File: config.mk
export PLATFORM = sky130hd
export DESIGN_NAME = per_source_flood_limiter
export DESIGN_NICKNAME = d
export VERILOG_FILES = /design/src/rtl/core/psfl_pkg.sv /design/src/rtl/core/psfl_ram.sv /design/src/rtl/core/psfl_update.sv /design/src/rtl/core/per_source_flood_limiter.sv
export SDC_FILE = /design/constraint.sdc
export NUM_CORES = 1
export LEC_CHECK = 0
export BUFFER_PORTS_ARGS = -buffer_cell sky130_fd_sc_hd__buf_2
export CAP_MARGIN = 20
export CELL_PAD_IN_SITES_DETAIL_PLACEMENT = 1
export CELL_PAD_IN_SITES_GLOBAL_PLACEMENT = 2
export CORE_UTILIZATION = 30
export CTS_CLUSTER_SIZE = 24
export DETAILED_ROUTE_END_ITERATION = 10
export PLACE_DENSITY = 0.51
export SLEW_MARGIN = 20
export SYNTH_ARGS = -nofsm -noshare
export SYNTH_HDL_FRONTEND = slang
export SYNTH_SLANG_ARGS = --single-unit
File: constraint.sdc
create_clock -name clk -period 6.3 [get_ports clk]
set_input_delay 0.315 -clock clk [delete_from_list [all_inputs] [get_ports clk]]
set_output_delay 0.315 -clock clk [all_outputs]
set_load 0.05 [all_outputs]
File: src/rtl/core/psfl_pkg.sv
package psfl_pkg;

  localparam int ADDR_W    = 32;
  localparam int STAMP_W   = 32;
  localparam int COUNT_W   = 4;
  localparam int BURST_W   = 4;
  localparam int PENALTY_W = 8;
  localparam int CFG_IDX_W = 1;
  localparam int CFG_DATA_W = 8;
  localparam int IN_DATA_W  = 64;
  localparam int OUT_DATA_W = 8;

  localparam logic [CFG_IDX_W-1:0] REG_BURST_LIMIT     = 1'd0;
  localparam logic [CFG_IDX_W-1:0] REG_PENALTY_SECONDS = 1'd1;

  localparam logic [BURST_W-1:0]   BURST_LIMIT_RESET = 4'd6;
  localparam logic [PENALTY_W-1:0] PENALTY_RESET     = 8'd3;
  localparam logic [COUNT_W-1:0]   COUNT_MAX         = 4'd15;
  localparam logic [STAMP_W-1:0]   STAMP_MAX         = 32'hFFFF_FFFF;

  typedef struct packed {
    logic [ADDR_W-1:0]  address;
    logic [STAMP_W-1:0] stamp;
    logic [COUNT_W-1:0] count;
  } entry_t;

  localparam int ENTRY_W = $bits(entry_t);

  typedef struct packed {
    logic   hit;
    logic   stale;
    entry_t entry;
  } hit_info_t;

  function automatic logic [STAMP_W-1:0] sat_add(input logic [STAMP_W-1:0] a,
                                                  input logic [STAMP_W-1:0] b);
    logic [STAMP_W:0] sum;
    sum = {1'b0, a} + {1'b0, b};
    return sum[STAMP_W] ? STAMP_MAX : sum[STAMP_W-1:0];
  endfunction

endpackage

File: src/rtl/core/psfl_ram.sv
module psfl_ram #(
  parameter int WIDTH  = 68,
  parameter int DEPTH  = 16,
  parameter int ADDR_W = (DEPTH > 1) ? $clog2(DEPTH) : 1
) (
  input  logic              clk,
  input  logic              wr_en,
  input  logic [ADDR_W-1:0] wr_addr,
  input  logic [WIDTH-1:0]  wr_data,
  input  logic              rd_en,
  input  logic [ADDR_W-1:0] rd_addr,
  output logic [WIDTH-1:0]  rd_data
);

  logic [WIDTH-1:0] mem [DEPTH];

  always_ff @(posedge clk) begin
    if (wr_en) begin
      mem[wr_addr] <= wr_data;
    end
    if (rd_en) begin
      rd_data <= mem[rd_addr];
    end
  end

endmodule

File: src/rtl/core/psfl_update.sv
module psfl_update import psfl_pkg::*; (
  input  hit_info_t            info,
  input  logic [ADDR_W-1:0]    source_ip,
  input  logic [STAMP_W-1:0]   now_seconds,
  input  logic [BURST_W-1:0]   burst_limit,
  input  logic [PENALTY_W-1:0] penalty_seconds,
  output entry_t               new_entry,
  output logic                 reject,
  output logic                 known_source
);

  logic [STAMP_W-1:0] base_stamp;
  logic [COUNT_W-1:0] base_count;

  always_comb begin
    base_stamp   = info.stale ? now_seconds : info.entry.stamp;
    base_count   = info.stale ? '0 : info.entry.count;
    reject       = 1'b0;
    known_source = info.hit;
    new_entry.address = source_ip;
    new_entry.stamp   = now_seconds;
    new_entry.count   = '0;
    if (info.hit) begin
      new_entry.address = info.entry.address;
      new_entry.count   = base_count;
      if (base_count > burst_limit) begin
        reject          = 1'b1;
        new_entry.stamp = sat_add(now_seconds, {{(STAMP_W-PENALTY_W){1'b0}}, penalty_seconds});
      end else begin
        new_entry.stamp = sat_add(base_stamp, {{(STAMP_W-1){1'b0}}, 1'b1});
        if (base_count != COUNT_MAX) begin
          new_entry.count = base_count + 1'b1;
        end
      end
    end
  end

endmodule

File: src/rtl/core/per_source_flood_limiter.sv
// Per-source flood limiter. Each request on the slave stream carries a source
// address and the current time in seconds; one result per request leaves on the
// master stream, telling whether the request is dropped as a flood and whether
// the source was already known. The source table lives in a single-port-read
// RAM that is walked one entry per cycle; the walk stops at the first match, so
// a known source is finished early, and a new request is taken the cycle after
// the result is loaded. Results wait in an output register while the next
// request is accepted. Entries become valid in insertion order, so a fill count
// stands in for valid bits and no clearing pass is needed after reset.
// Configuration is written through cfg_wr_en, cfg_index and cfg_data while no
// request is in flight; the user must keep to this, as it is not enforced.
module per_source_flood_limiter import psfl_pkg::*; #(
  parameter int TABLE_ENTRIES = 16
) (
  input  logic                  clk,
  input  logic                  rst,
  input  logic                  s_tvalid,
  output logic                  s_tready,
  // Fields from bit 0: source_ip[31:0], now_seconds[63:32].
  input  logic [IN_DATA_W-1:0]  s_tdata,
  output logic                  m_tvalid,
  input  logic                  m_tready,
  // Fields from bit 0: reject[0], known_source[1], zero fill[7:2].
  output logic [OUT_DATA_W-1:0] m_tdata,
  input  logic                  cfg_wr_en,
  input  logic [CFG_IDX_W-1:0]  cfg_index,
  input  logic [CFG_DATA_W-1:0] cfg_data
);

  localparam int AW = (TABLE_ENTRIES > 1) ? $clog2(TABLE_ENTRIES) : 1;
  localparam int CW = $clog2(TABLE_ENTRIES + 1);
  localparam logic [CW-1:0] FULL     = CW'(TABLE_ENTRIES);
  localparam logic [AW-1:0] LAST_IDX = AW'(TABLE_ENTRIES - 1);

  localparam logic [1:0] ST_IDLE   = 2'd0;
  localparam logic [1:0] ST_SCAN   = 2'd1;
  localparam logic [1:0] ST_UPDATE = 2'd2;

  logic [1:0]           state;
  logic [ADDR_W-1:0]    ip_q;
  logic [STAMP_W-1:0]   now_q;
  logic [CW-1:0]        issue_cnt;
  logic                 cmp_valid;
  logic [AW-1:0]        cmp_idx;
  hit_info_t            info;
  logic [AW-1:0]        hit_idx;
  logic [AW-1:0]        replace_ptr;
  logic [AW-1:0]        replace_ptr_next;
  logic [CW-1:0]        fill;
  logic [BURST_W-1:0]   burst_limit;
  logic [PENALTY_W-1:0] penalty_seconds;
  logic                 reject_q;
  logic                 known_q;

  logic                 rd_en;
  logic [AW-1:0]        rd_addr;
  logic [ENTRY_W-1:0]   rd_data;
  entry_t               rd_entry;
  logic                 cmp_entry_valid;
  logic                 cmp_hit;
  logic                 load_result;
  logic                 mem_we;
  logic [AW-1:0]        mem_waddr;
  entry_t               new_entry;
  logic                 reject;
  logic                 known_source;

  assign s_tready = (state == ST_IDLE);
  assign m_tdata  = {{(OUT_DATA_W-2){1'b0}}, known_q, reject_q};

  assign rd_en    = (state == ST_SCAN) && (issue_cnt < FULL);
  assign rd_addr  = issue_cnt[AW-1:0];
  assign rd_entry = entry_t'(rd_data);

  assign cmp_entry_valid = (fill == FULL) || ((cmp_idx != '0) && (CW'(cmp_idx) <= fill));
  assign cmp_hit = cmp_valid && cmp_entry_valid && (rd_entry.address == ip_q);

  assign replace_ptr_next = (replace_ptr == LAST_IDX) ? '0 : replace_ptr + 1'b1;

  assign load_result = (state == ST_UPDATE) && (!m_tvalid || m_tready);
  assign mem_we      = load_result;
  assign mem_waddr   = info.hit ? hit_idx : replace_ptr_next;

  psfl_ram #(
    .WIDTH (ENTRY_W),
    .DEPTH (TABLE_ENTRIES),
    .ADDR_W(AW)
  ) u_table (
    .clk    (clk),
    .wr_en  (mem_we),
    .wr_addr(mem_waddr),
    .wr_data(ENTRY_W'(new_entry)),
    .rd_en  (rd_en),
    .rd_addr(rd_addr),
    .rd_data(rd_data)
  );

  psfl_update u_update (
    .info           (info),
    .source_ip      (ip_q),
    .now_seconds    (now_q),
    .burst_limit    (burst_limit),
    .penalty_seconds(penalty_seconds),
    .new_entry      (new_entry),
    .reject         (reject),
    .known_source   (known_source)
  );

  always_ff @(posedge clk) begin
    if (rst) begin
      burst_limit     <= BURST_LIMIT_RESET;
      penalty_seconds <= PENALTY_RESET;
    end else if (cfg_wr_en) begin
      case (cfg_index)
        REG_BURST_LIMIT:     burst_limit     <= cfg_data[BURST_W-1:0];
        REG_PENALTY_SECONDS: penalty_seconds <= cfg_data[PENALTY_W-1:0];
        default: ;
      endcase
    end
  end

  always_ff @(posedge clk) begin
    if (rst) begin
      state       <= ST_IDLE;
      issue_cnt   <= '0;
      cmp_valid   <= 1'b0;
      replace_ptr <= '0;
      fill        <= '0;
      m_tvalid    <= 1'b0;
    end else begin
      cmp_valid <= rd_en;
      if (load_result) begin
        m_tvalid <= 1'b1;
      end else if (m_tready) begin
        m_tvalid <= 1'b0;
      end
      case (state)
        ST_IDLE: begin
          if (s_tvalid) begin
            issue_cnt <= '0;
            state     <= ST_SCAN;
          end
        end
        ST_SCAN: begin
          if (rd_en) begin
            issue_cnt <= issue_cnt + 1'b1;
          end
          if (cmp_hit || (cmp_valid && cmp_idx == LAST_IDX)) begin
            state <= ST_UPDATE;
          end
        end
        ST_UPDATE: begin
          if (load_result) begin
            state    <= ST_IDLE;
            if (!info.hit) begin
              replace_ptr <= replace_ptr_next;
              if (fill != FULL) begin
                fill <= fill + 1'b1;
              end
            end
          end
        end
        default: state <= ST_IDLE;
      endcase
    end
  end

  always_ff @(posedge clk) begin
    cmp_idx <= rd_addr;
    if (s_tvalid && s_tready) begin
      ip_q  <= s_tdata[ADDR_W-1:0];
      now_q <= s_tdata[IN_DATA_W-1:ADDR_W];
    end
    if (state == ST_SCAN && cmp_valid) begin
      info.hit   <= cmp_hit;
      info.stale <= rd_entry.stamp < now_q;
      info.entry <= rd_entry;
      hit_idx    <= cmp_idx;
    end
    if (load_result) begin
      reject_q <= reject;
      known_q  <= known_source;
    end
  end

  assert property (@(posedge clk) disable iff (rst) fill <= FULL)
    else $error("Fill count ran past the table size.");

  assert property (@(posedge clk) disable iff (rst)
    (s_tvalid && s_tready) |=> (state == ST_SCAN && !m_tvalid) || (state == ST_SCAN))
    else $error("Accepted request did not start a table walk.");

  assert property (@(posedge clk) disable iff (rst)
    m_tvalid |-> !(m_tdata[0] && !m_tdata[1]))
    else $error("A new source was rejected.");

  assert property (@(posedge clk) disable iff (rst)
    load_result |=> m_tvalid && state == ST_IDLE)
    else $error("Finished request did not present its result.");

  assert property (@(posedge clk) disable iff (rst)
    (state == ST_UPDATE && m_tvalid && !m_tready) |=> state == ST_UPDATE)
    else $error("Table update went ahead while the result slot was full.");

endmodule

==> flow_metrics.tcl <==
set metrics [dict create \
    yosysTopAreaCell "edfxtp_1" \
    fill_cells 17130 \
    rsz0062_at_grt "no" \
    synthTopCellsByArea "edfxtp_1 (73%), mux4_2 (14%), dfxtp_1 (1.3%), ha_1 (1.2%), mux2_2 (0.83%)" \
    worst_hold_path.endpoint "m_tvalid" \
    cp.arrival_ps 5190 \
    area.sequential_um2 39610 \
    drive_gt1_share_pct 26.86 \
    min_path_type "input port to flop" \
    cts_made_buffers 150 \
    drc 0 \
    pwr-share-seq_pct 51.1 \
    setup_viol 0 \
    worstReg2RegEnd "u_table.mem[9][33]" \
    cp_data_required_time_ps 6750 \
    slew_viol_final 0 \
    wirelength_mm 153.8 \
    place_hpwl_mm 85.90 \
    die_y_um 422.7 \
    status "completed" \
    min_period_ps 4743 \
    reg2reg_setup_slack_ps 1560 \
    gp_congestion 0.8153 \
    p_int_mw 15.23 \
    fin_util_pct 35.54 \
    grt_pass1_vias 29200 \
    grt_overflow 0 \
    cts_resized 0 \
    wl_per_cell_um 28.93 \
    finalNetCount 2986 \
    synth_top_cell_area_share_pct 73.31 \
    peakVddDrop_mv 0.2663 \
    synth-main-ff-cell "edfxtp_1" \
    mostFrequentLayoutCells "edfxtp_1 (1296), mux4_2 (340), clkbuf_16 (157)" \
    syn_inst 2580 \
    multi_input_area_um2 13010 \
    power.switching_mw 4.096 \
    combPwrFrac_pct 3.9 \
    r2r_cells 10 \
    postRouteAntennaNets 0 \
    worst_pin_slew_ps 1117 \
    die_x_um 422.7 \
    start_kind "flop" \
    path_class "flop to flop" \
    skew_ps 39.77 \
    cts_tree "built" \
    cp_cell_sequence "mux2_2, ha_1, nand4_1, a222oi_1, buf_4, nand2_2, o41ai_4, or2_1, nor2_1, a211oi_2" \
    dr.pass1.iters 5 \
    grt_pass1_wl_mm 218.5 \
    root_buffer "clkbuf_16" \
    hold_path_depth 3 \
    swShare_pct 21.19 \
    place_ws_ps 1197 \
    clkLatencyLatePin_ps 790 \
    netlist_area_um2 53090 \
    async_flop_share_pct 0 \
    clock.fmax_mhz 210.8 \
    row_count 154 \
    cts_buffer_depth 3 \
    grt_antenna_before_repair 3 \
    crit_fanout 16 \
    grt_max_degree 129 \
    p_per_area_nw_per_um2 309.2 \
    start_util_pct 30.18 \
    clkSlewWorstSetupHoldPaths_ps 60 \
    cpMaxStageDelayCell "o41ai_4" \
    die_area_um2 178600 \
    ys_types 74 \
    grt.total_usage_pct 17.26 \
    cp_slowest_stage_delay_ps 790 \
    area_growth_syn_to_layout_pct 17.77 \
    yosysSeqAreaShare_pct 74.59 \
    htreeDepth 4 \
    via_per_inst 5.005 \
    num_vias 26600 \
    cts_sinks 1330 \
    core_area_um2 175900 \
    cp-end-kind "flop" \
    hold_viol 0 \
    fin_crit_sh_pct 75.29 \
    fin_ws_ps 1557 \
    synth_edf_count 1296 \
    rr_startpoint "info[68]" \
    slew_headroom_pct 25.51 \
    p_clk_share_pct 45.1 \
    fin_setup_tns_ps 0 \
    ys_ff_latch 1330 \
    syn_area_per_cell_um2 20.58 \
    drt_iter0_markers 1841 \
    port-buffer-count 81 \
    p_leak_nw 19.40 \
    hp-start "m_tready" \
    yosys_warnings 0 \
    diodes 0 \
    layout_commonest_cell "edfxtp_1" \
    io_pins 88 \
    drv_cap 0 \
]
==> synth_stat cells (11+ instances only) <==
master and instances:
buf_1 29, mux2i_1 31, edfxtp_1 1296, nor3_1 22, o21ai_0 46, xor2_1 38
a211oi_1 14, mux4_2 340, mux2_2 39, nor2b_1 11, nand3_1 31, dfxtp_1 34
nand2_1 84, nor2_1 76, xnor2_1 40, a21o_1 19, a21oi_1 57, nand4_1 29
inv_1 50, ha_1 53, clkbuf_1 82, and3_1 12
==> logic make-up (layout without fill, tap and decap cells) <==
| kind of cell | after synthesis | in the layout | share of synthesized area [%] |
|---|---|---|---|
| flops | 1330 | 1330 | 74.59 |
| mux | 410 | 410 | 15.84 |
| simple gates | 327 | 327 | 3.099 |
| compound gates | 207 | 207 | 2.585 |
| buf+inv | 173 | 563 | 1.310 |
| xor+xnor | 78 | 78 | 1.287 |
| fa+ha+maj | 54 | 54 | 1.287 |
| other cells | 1 | 6 | 0.007064 |
==> worst max-delay path by stage <==
stage | from | endpoint | slack [ps]
floorplan | info[68] | u_table.mem[0][25] | 1150
global placement | info[68] | u_table.mem[10][16] | 1380
detailed placement | info[68] | u_table.mem[14][16] | 1200
CTS | info[68] | u_table.mem[7][16] | 1170
global route | info[68] | u_table.mem[4][33] | 1310
finish | info[68] | u_table.mem[9][33] | 1560
==> power by group through the flow <==
stage	sequential, mW	clock (mW)	combinational [mW]
floorplan	10.0	0	0.473
global placement	10.1	0	0.709
detailed placement	10.1	0	0.731
CTS	9.87	8.95	0.772
global route	9.87	9.25	0.819
finish	9.87	8.71	0.750
==> cell type report <==
type | count | share of cell area (%)
Multi-Input combinational cell | 1082 | 20.80
Tap cell | 2340 | 4.683
Clock buffer | 190 | 6.498
Sequential cell | 1330 | 63.36
Timing Repair Buffer | 240 | 3.070
Clock inverter | 83 | 1.291
Inverter | 50 | 0.3002
==> metrics by stage <==
stage | area, um2 | hold slack [ps] | cells | total power [mW]
finish | 62520 | 35.96 | 5315 | 19.33
global route | 62520 | 26.27 | 5315 | 19.94
CTS | 62490 | 3.120 | 5315 | 19.59
detailed placement | 56890 | 446.3 | 4969 | 10.79
global placement | 56880 | 414.4 | 4969 | 10.76
floorplan | 53110 | 329.0 | 2585 | 10.48
==> routing by layer <==
metal  wire length [um]  global-route usage [%]
met5                 25                       0
met2              76900                   29.26
met4               3740                   5.036
met3               5568                   2.707
met1              67550                   22.77
==> critical path: cells and delay by family, from the launching register on <==
family	cells	cell delay, ps
adders and majority gates	1	210
buffers and inverters	1	250
and+or+nand+nor	4	980
DFF	1	540
muxes	1	310
AOI/OAI and AO/OA	3	2130
==> flip-flops by register name (all words and copies together) (netlist names) <==
signal           cells
burst_limit          4
reject_q             1
cmp_valid            1
issue_cnt            5
info                70
hit_idx              4
state                2
known_q              1
replace_ptr          4
now_q               32
penalty_seconds      8
fill                 5
ip_q                32
u_table.mem       1088
u_table.rd_data     68
m_tvalid             1
cmp_idx              4
==> repair_timing <==
item,CTS,global route
hold buffers,73,0
hold endpoints to repair,77,0
setup buffers,0,0
(Power assumes the default switching activity.)
